### src/mlas_pkg.sv
`timescale 1ns / 1ps
// Package for the multi-literal automaton scanner.
// Holds field widths, item and state codes and the memory request structs; no dependencies.
package mlas_pkg;

  localparam int STATES_DEF    = 1024;
  localparam int LIST_DEF      = 2048;
  localparam int LITERALS_DEF  = 1024;
  localparam int MAX_HITS_DEF  = 16;

  localparam int SYMBOL_BITS   = 8;
  localparam int MAX_RESULTS   = 16;

  localparam int KIND_W        = 3;
  localparam int TSTATE_W      = 10;
  localparam int TIDX_W        = 11;
  localparam int TVAL_W        = 12;
  localparam int LIT_W         = 10;
  localparam int CNT_W         = 32;

  localparam logic RK_MATCH    = 1'b0;
  localparam logic RK_TOTAL    = 1'b1;

  typedef enum logic [KIND_W-1:0] {
    KIND_LOAD_TRANS  = 3'd0,
    KIND_LOAD_OFFSET = 3'd1,
    KIND_LOAD_LIST   = 3'd2,
    KIND_BEGIN       = 3'd3,
    KIND_BYTE        = 3'd4,
    KIND_END         = 3'd5
  } kind_e;

  typedef enum logic [2:0] {
    ST_IDLE,
    ST_TRANS,
    ST_OFFS,
    ST_WALK,
    ST_END
  } state_e;

  typedef struct packed {
    logic trans_we;
    logic offs_we;
    logic list_we;
  } wr_req_t;

  typedef struct packed {
    logic trans_re;
    logic offs_re;
    logic list_re;
  } rd_req_t;

endpackage

### src/mlas_ctrl.sv
`timescale 1ns / 1ps
// Sequencer of the scanner: decodes items, steps the automaton and walks match lists.
// Drives the table memories in mlas_tables; uses mlas_pkg codes and structs.
module mlas_ctrl #(
  parameter int STATES             = mlas_pkg::STATES_DEF,
  parameter int LIST_ENTRIES       = mlas_pkg::LIST_DEF,
  parameter int LITERALS           = mlas_pkg::LITERALS_DEF,
  parameter int MAX_HITS_PER_STATE = mlas_pkg::MAX_HITS_DEF
) (
  input  logic                          clk_i,
  input  logic                          rst_ni,
  input  logic                          in_valid_i,
  output logic                          in_ready_o,
  input  logic [mlas_pkg::KIND_W-1:0]   kind_i,
  input  logic [mlas_pkg::TSTATE_W-1:0] table_state_i,
  input  logic [mlas_pkg::SYMBOL_BITS-1:0] table_symbol_i,
  input  logic [mlas_pkg::TIDX_W-1:0]   table_index_i,
  input  logic [mlas_pkg::TVAL_W-1:0]   table_value_i,
  input  logic [mlas_pkg::SYMBOL_BITS-1:0] data_byte_i,
  output logic                          out_valid_o,
  input  logic                          out_ready_i,
  output logic                          result_kind_o,
  output logic [mlas_pkg::CNT_W-1:0]    match_end_o,
  output logic [mlas_pkg::LIT_W-1:0]    literal_id_o,
  output logic [mlas_pkg::CNT_W-1:0]    total_hits_o,
  output logic                          last_o,
  output mlas_pkg::wr_req_t             wr_o,
  output mlas_pkg::rd_req_t             rd_o,
  output logic [$clog2(STATES)+mlas_pkg::SYMBOL_BITS-1:0] trans_waddr_o,
  output logic [$clog2(STATES)-1:0]                       trans_wdata_o,
  output logic [$clog2(STATES)+mlas_pkg::SYMBOL_BITS-1:0] trans_raddr_o,
  input  logic [$clog2(STATES)-1:0]                       trans_rdata_i,
  output logic [$clog2(STATES+1)-1:0]                     offs_waddr_o,
  output logic [$clog2(LIST_ENTRIES+1)-1:0]               offs_wdata_o,
  output logic [$clog2(STATES+1)-1:0]                     offs_raddr_a_o,
  output logic [$clog2(STATES+1)-1:0]                     offs_raddr_b_o,
  input  logic [$clog2(LIST_ENTRIES+1)-1:0]               offs_rdata_a_i,
  input  logic [$clog2(LIST_ENTRIES+1)-1:0]               offs_rdata_b_i,
  output logic [((LIST_ENTRIES > 1) ? $clog2(LIST_ENTRIES) : 1)-1:0] list_waddr_o,
  output logic [mlas_pkg::LIT_W-1:0]                      list_wdata_o,
  output logic [((LIST_ENTRIES > 1) ? $clog2(LIST_ENTRIES) : 1)-1:0] list_raddr_o,
  input  logic [mlas_pkg::LIT_W-1:0]                      list_rdata_i
);
  import mlas_pkg::*;

  localparam int SW  = $clog2(STATES);
  localparam int OAW = $clog2(STATES + 1);
  localparam int OVW = $clog2(LIST_ENTRIES + 1);
  localparam int LAW = (LIST_ENTRIES > 1) ? $clog2(LIST_ENTRIES) : 1;
  localparam int CAP = (MAX_HITS_PER_STATE < MAX_RESULTS) ? MAX_HITS_PER_STATE : MAX_RESULTS;
  localparam int NW  = $clog2(CAP + 1);

  state_e           state_q, state_d;
  logic [SW-1:0]    node_q, node_d;
  logic [CNT_W-1:0] pos_q, pos_d;
  logic [CNT_W-1:0] hits_q, hits_d;
  logic [OVW-1:0]   ptr_q, ptr_d;
  logic [NW-1:0]    rem_q, rem_d;
  logic             inflight_q, inflight_d;
  logic             issued_last_q, issued_last_d;

  logic             out_valid_q, out_valid_d;
  logic             out_kind_q, out_kind_d;
  logic [CNT_W-1:0] out_end_q, out_end_d;
  logic [LIT_W-1:0] out_lit_q, out_lit_d;
  logic [CNT_W-1:0] out_tot_q, out_tot_d;
  logic             out_last_q, out_last_d;
  logic             out_load;

  kind_e            in_kind;
  logic             accept;
  logic             root_skip;
  logic [SW-1:0]    nxt_fix;
  logic [OVW-1:0]   diff;
  logic [NW-1:0]    hits_n;
  logic [CNT_W:0]   hits_sum;
  logic             out_free;
  logic             issue;

  assign in_kind    = kind_e'(kind_i);
  assign in_ready_o = (state_q == ST_IDLE);
  assign accept     = in_valid_i && in_ready_o;
  assign root_skip  = (node_q == '0) && (trans_rdata_i == '0);
  assign nxt_fix    = (32'(trans_rdata_i) >= 32'(STATES)) ? '0 : trans_rdata_i;
  assign diff       = (offs_rdata_b_i > offs_rdata_a_i) ? (offs_rdata_b_i - offs_rdata_a_i) : '0;
  assign hits_n     = (32'(diff) > 32'(CAP)) ? NW'(CAP) : NW'(diff);
  assign hits_sum   = {1'b0, hits_q} + (CNT_W + 1)'(hits_n);
  assign out_free   = !out_valid_q || out_ready_i;
  assign issue      = (state_q == ST_WALK) && !inflight_q && out_free && (rem_q != '0);

  always_comb begin
    wr_o = '0;
    trans_waddr_o = {SW'(table_state_i), table_symbol_i};
    trans_wdata_o = SW'(table_value_i);
    offs_waddr_o  = OAW'(table_index_i);
    offs_wdata_o  = (32'(table_value_i) > 32'(LIST_ENTRIES)) ? OVW'(LIST_ENTRIES)
                                                             : OVW'(table_value_i);
    list_waddr_o  = LAW'(table_index_i);
    list_wdata_o  = LIT_W'(table_value_i);
    if (accept) begin
      unique case (in_kind)
        KIND_LOAD_TRANS: begin
          wr_o.trans_we = (32'(table_state_i) < 32'(STATES)) &&
                          (32'(table_value_i) < 32'(STATES));
        end
        KIND_LOAD_OFFSET: begin
          wr_o.offs_we = (32'(table_index_i) <= 32'(STATES));
        end
        KIND_LOAD_LIST: begin
          wr_o.list_we = (32'(table_index_i) < 32'(LIST_ENTRIES)) &&
                         (32'(table_value_i) < 32'(LITERALS));
        end
        default: begin
        end
      endcase
    end
  end

  always_comb begin
    state_d = state_q;
    unique case (state_q)
      ST_IDLE: begin
        if (accept) begin
          unique case (in_kind)
            KIND_BYTE: state_d = ST_TRANS;
            KIND_END:  state_d = ST_END;
            default:   state_d = ST_IDLE;
          endcase
        end
      end
      ST_TRANS: state_d = root_skip ? ST_IDLE : ST_OFFS;
      ST_OFFS:  state_d = (hits_n == '0) ? ST_IDLE : ST_WALK;
      ST_WALK: begin
        if (inflight_q && issued_last_q) begin
          state_d = ST_IDLE;
        end
      end
      ST_END: begin
        if (out_free) begin
          state_d = ST_IDLE;
        end
      end
      default: state_d = ST_IDLE;
    endcase
  end

  always_comb begin
    node_d        = node_q;
    pos_d         = pos_q;
    hits_d        = hits_q;
    ptr_d         = ptr_q;
    rem_d         = rem_q;
    inflight_d    = 1'b0;
    issued_last_d = issued_last_q;
    rd_o          = '0;
    trans_raddr_o = {node_q, data_byte_i};
    offs_raddr_a_o = OAW'(nxt_fix);
    offs_raddr_b_o = OAW'(nxt_fix) + OAW'(1);
    list_raddr_o  = LAW'(ptr_q);
    out_load      = 1'b0;
    out_kind_d    = RK_MATCH;
    out_end_d     = pos_q;
    out_lit_d     = list_rdata_i;
    out_tot_d     = '0;
    out_last_d    = issued_last_q;
    unique case (state_q)
      ST_IDLE: begin
        if (accept) begin
          unique case (in_kind)
            KIND_BEGIN: begin
              node_d = '0;
              pos_d  = '0;
              hits_d = '0;
            end
            KIND_BYTE: begin
              rd_o.trans_re = 1'b1;
              pos_d = pos_q + CNT_W'(1);
            end
            default: begin
            end
          endcase
        end
      end
      ST_TRANS: begin
        if (!root_skip) begin
          node_d = nxt_fix;
          rd_o.offs_re = 1'b1;
        end
      end
      ST_OFFS: begin
        ptr_d  = offs_rdata_a_i;
        rem_d  = hits_n;
        hits_d = hits_sum[CNT_W] ? '1 : hits_sum[CNT_W-1:0];
      end
      ST_WALK: begin
        if (issue) begin
          rd_o.list_re  = 1'b1;
          ptr_d         = ptr_q + OVW'(1);
          rem_d         = rem_q - NW'(1);
          inflight_d    = 1'b1;
          issued_last_d = (rem_q == NW'(1));
        end
        if (inflight_q) begin
          out_load = 1'b1;
        end
      end
      ST_END: begin
        if (out_free) begin
          out_load   = 1'b1;
          out_kind_d = RK_TOTAL;
          out_end_d  = '0;
          out_lit_d  = '0;
          out_tot_d  = hits_q;
          out_last_d = 1'b1;
        end
      end
      default: begin
      end
    endcase
    if (out_load) begin
      out_valid_d = 1'b1;
    end else if (out_valid_q && out_ready_i) begin
      out_valid_d = 1'b0;
    end else begin
      out_valid_d = out_valid_q;
    end
  end

  always_ff @(posedge clk_i or negedge rst_ni) begin
    if (!rst_ni) begin
      state_q     <= ST_IDLE;
      node_q      <= '0;
      pos_q       <= '0;
      hits_q      <= '0;
      inflight_q  <= 1'b0;
      out_valid_q <= 1'b0;
    end else begin
      state_q     <= state_d;
      node_q      <= node_d;
      pos_q       <= pos_d;
      hits_q      <= hits_d;
      inflight_q  <= inflight_d;
      out_valid_q <= out_valid_d;
    end
  end

  always_ff @(posedge clk_i) begin
    ptr_q         <= ptr_d;
    rem_q         <= rem_d;
    issued_last_q <= issued_last_d;
    if (out_load) begin
      out_kind_q <= out_kind_d;
      out_end_q  <= out_end_d;
      out_lit_q  <= out_lit_d;
      out_tot_q  <= out_tot_d;
      out_last_q <= out_last_d;
    end
  end

  assign out_valid_o   = out_valid_q;
  assign result_kind_o = out_kind_q;
  assign match_end_o   = out_end_q;
  assign literal_id_o  = out_lit_q;
  assign total_hits_o  = out_tot_q;
  assign last_o        = out_last_q;

`ifndef SYNTHESIS
  a_inflight_slot_free: assert property (@(posedge clk_i) disable iff (!rst_ni)
    inflight_q |-> !out_valid_q)
    else $error("list read in flight while the output register is still full");

  a_walk_ends_on_last: assert property (@(posedge clk_i) disable iff (!rst_ni)
    (state_q == ST_WALK) && inflight_q && issued_last_q |=> (state_q == ST_IDLE) && out_valid_q)
    else $error("walk did not end after its last match");

  a_byte_reads_table: assert property (@(posedge clk_i) disable iff (!rst_ni)
    accept && (in_kind == KIND_BYTE) |=> (state_q == ST_TRANS))
    else $error("scan byte did not start a transition read");

  a_walk_count_capped: assert property (@(posedge clk_i) disable iff (!rst_ni)
    (state_q == ST_WALK) |-> (32'(rem_q) <= 32'(CAP)))
    else $error("match walk longer than the per-state cap");
`endif

endmodule

### config.mk
export PLATFORM = sky130hd
export DESIGN_NAME = mlas_ctrl
export DESIGN_NICKNAME = d
export VERILOG_FILES = /design/src/mlas_pkg.sv /design/src/mlas_ctrl.sv
export SDC_FILE = /design/constraint.sdc
export NUM_CORES = 1
export LEC_CHECK = 0
export BUFFER_PORTS_ARGS = -buffer_cell sky130_fd_sc_hd__buf_2
export CORE_UTILIZATION = 25
export DETAILED_ROUTE_END_ITERATION = 8
export GPL_TIMING_DRIVEN = 0
export MAX_ROUTING_LAYER = met4
export PLACE_DENSITY = 0.44
export SLEW_MARGIN = 30
export SYNTH_ARGS = -nofsm -noshare
export SYNTH_HDL_FRONTEND = slang
export SYNTH_SLANG_ARGS = --single-unit
### constraint.sdc
create_clock -name clk_i -period 4.1 [get_ports clk_i]
set_input_delay 0.205 -clock clk_i [delete_from_list [all_inputs] [get_ports clk_i]]
set_output_delay 0.205 -clock clk_i [all_outputs]
set_load 0.01 [all_outputs]
==> out/metrics.cfg <==
[synth]
ys_seq_area_frac=0.497
yosysWarnings=0
async_flop_share=0.459
syn_nets=1088
synth_area_um2=9600
synthFlopType=edfxtp_1
synth_edf_count=93
netlist_instances=962
ys_types=68
ys_ff_latch=172
postSynthAreaPerCell_um2=9.98

[critical_path]
r2r_slack_ns=1.01
worstSetupPathType=primary input to flop
crit_path_top_delay_cell=a2111o_1
critical_path_buf_inv_count=3
arrival_ns=4.23
max_stage_delay_ns=0.43
worstPathCellList=buf_2 > inv_1 > ha_1 > a21o_1 > nor3_2 > a21oi_4 > a2111o_1 > a311oi_2 > and3_1 > clkbuf_4 > and2_1 > ha_1 > a21o_1 > a21oi_1 > o21bai_2 > a21o_2 > nand2_2 > o41ai_1 > a22o_1
rr_worst_depth=7
worstPathRequired_ns=4.42
cp_max_fo=10
worst-path-stages=19
worst_setup_path_end_kind=flop
start_kind=primary input
cp_top_family=compound AO/OA/AOI/OAI gates

[sta]
finalSetupViolations=0
skew_ns=0.0128
max_freq_ghz=0.256
relSlewSlack=0.394
period_share=0.953
worst_slew_pin_slew_ns=0.906
fin_crit_ns=3.91
drv_slew=0
finalHoldViolCount=0
tns_ns=0
worst_slack_ns=0.192

[routing]
routed_wl_mm=28.1
vias_per_cell=4.44
ant_nets=0
drc=0
wl_met3_mm=1.41
wire_per_inst_um=15.7
routedLengthMet1_mm=13.7
wl_met2_mm=12.7
vias=7945
drt-initial-drc-count=417
maxUsedRoutingLayer=met4
firstDrtPassIters=5

[floorplan]
die_w_um=198
io_pins=307
dieHeight_um=198
dieArea_um2=39200
start_util=0.254
rows=71
core_um2=37800

[finish]
num-fill-cells=3944
final_cell_area_um2=12500
syn2layout_area_growth_pct=30.7
multi_input_area_um2=4150
nets=1391
final-seq-area_um2=4770
fin_util=0.332
drive_gt1_frac=0.352

[clock_tree]
h-tree-depth=4
cts-root-buf=clkbuf_16
path_clk_slew_ns=0.08
cts.path.max_buffers=2
cts_inserted_buffers=17
clock-sinks=172
clk-insertion-delay-late_ns=0.43
cts_tree=yes

[status]
status=finished clean

[global_routing]
grt_max_degree=56
track_usage=0.145
grt_pass1_vias=7651
antenna_found_initial=1
grt_pass1_wl_mm=42.7
grt_overflow=0

[power]
leakage_nw=5.56
power_density_nw_per_um2=406
p_total_mw=5.10
vdd_drop_max_uv=280

[placement]
preCtsSetupSlack_ns=-1.23
globalplace.congestion=0.825
dpl-instance-area_um2=11700
hpwlAfterDp_mm=21.0
port_buffers=279

[flow_run]
maxCapViolCount=0

[hold_path]
hp-class=primary input to flop
holdPathStages=2

what timing repair did:
action / CTS / global route
gates cloned: 0 / 0
endpoints found under the hold margin: 79 / 0
setup endpoints to repair: 31 / 31
pin swaps: 4 / 9
hold buffers: 1 / 0
setup buffers: 2 / 3
resized for setup: 17 / 29
metrics by stage:
stage / hold slack [ns] / std cells
detailed placement: 0.101 / 1754
floorplan: -0.0906 / 962
global placement: 0.482 / 1752
CTS: 0.0211 / 1789
finish: 0.0398 / 1790
global route: 0.0299 / 1790
metal layers:
| layer | track usage | up-vias |
|---|---|---|
| li1 | - | 3922 |
| met1 | 0.199 | 3775 |
| met2 | 0.219 | 232 |
| met3 | 0.0281 | 16 |
| met4 | 0.0339 | 0 |
| met5 | - | - |
final timing paths:
kind / startpoint / to
max reg2reg: state_q[1] / match_end_o[6]
max in group asynchronous: rst_ni / node_q[7]
min in group asynchronous: rst_ni / hits_q[13]
max: offs_rdata_a_i[7] / hits_q[25]
min: list_rdata_i[4] / literal_id_o[4]
min reg2reg: hits_q[4] / hits_q[4]
registers in the layout, indices dropped and copies added, names as in the netlist:
name and count:
result_kind_o 1, rem_q 5, match_end_o 32, pos_q 32, literal_id_o 10, state_q 3, total_hits_o 32, out_valid_o 1
last_o 1, hits_q 32, issued_last_q 1, ptr_q 11, inflight_q 1, node_q 10
synthesized netlist by cell type (3+ instances only):
master     instances  area (µm²)
nor2b_1           17         106
o2bb2ai_1          4        35.0
o41ai_1            3        26.3
buf_2              4        20.0
inv_1             40         150
nand2_1           68         255
xor2_1            27         236
o21a_1             4        30.0
o21bai_1           4        30.0
and2_1            71         444
and3_1            14        87.6
nor3_1            20         100
o31ai_1           10        75.1
clkbuf_1          30         113
nand3_1           37         185
buf_4             80         601
ha_1              24         300
dfrtp_1           79        1980
and4_1             5        43.8
nor2_1            80         300
edfxtp_1          93        2790
a21oi_1           29         145
nand4_1           19         119
nand2b_1           9        56.3
a31o_2             3        26.3
xnor2_1           27         236
or3_1              5        31.3
nor4_1            12        75.1
a31oi_1            8        50.1
a21o_1             5        37.5
a22o_1            16         140
o21ai_0           69         345
worst reg2reg max path, cell delays in order (launching register included):
cell and delay [ns]:
dfrtp_1 0.32, clkbuf_1 0.37, nor2_1 0.08, nand3_1 0.13, clkbuf_1 0.45, clkbuf_1 0.61, nand2_4 0.49, buf_16 0.35
where the power goes:
group / total (mW) / switching, mW / internal [mW]
Clock: 1.65 / 0.819 / 0.834
Combinational: 1.30 / 0.825 / 0.477
Sequential: 2.14 / 0.124 / 2.02
area by class of cell:
type / instances / share of cell area
diodes: 1 / 0.000199
plain buffers: 114 / 0.0594
clock buffers: 18 / 0.0350
clock inverters: 14 / 0.0119
inverters: 40 / 0.0120
multi-input cells: 633 / 0.330
flip-flops and latches: 172 / 0.380
well taps: 511 / 0.0509
repair buffers: 287 / 0.120
cells by family (layout without fill, tap and decap cells):
family | after synthesis | in the layout | share of synthesized area
DFF | 172 | 172 | 0.497
other | 1 | 2 | 0.000390
and+or+nand+nor | 372 | 372 | 0.201
xor gates and xnor gates | 54 | 54 | 0.0492
AOI/OAI and AO/OA | 180 | 180 | 0.123
buffers and inverters | 157 | 473 | 0.0939
adders and majority gates | 26 | 26 | 0.0354
cell usage in the layout (no fill, tap or decap), drive strengths merged, types with 4 or more instances in the layout:
cell / n
a21o: 5
a21oi: 30
a22o: 16
a31oi: 8
and2: 71
and3: 14
and4: 5
buf: 372
clkbuf: 46
clkinv: 4
dfrtp: 79
edfxtp: 93
ha: 24
inv: 49
nand2: 69
nand2b: 9
nand3: 37
nand4: 19
nor2: 80
nor2b: 17
nor3: 21
nor4: 12
o21a: 4
o21ai: 69
o21bai: 4
o2bb2ai: 4
o31ai: 11
or3: 5
xnor2: 27
xor2: 27
No activity file was read; power rests on OpenSTA's default activity.
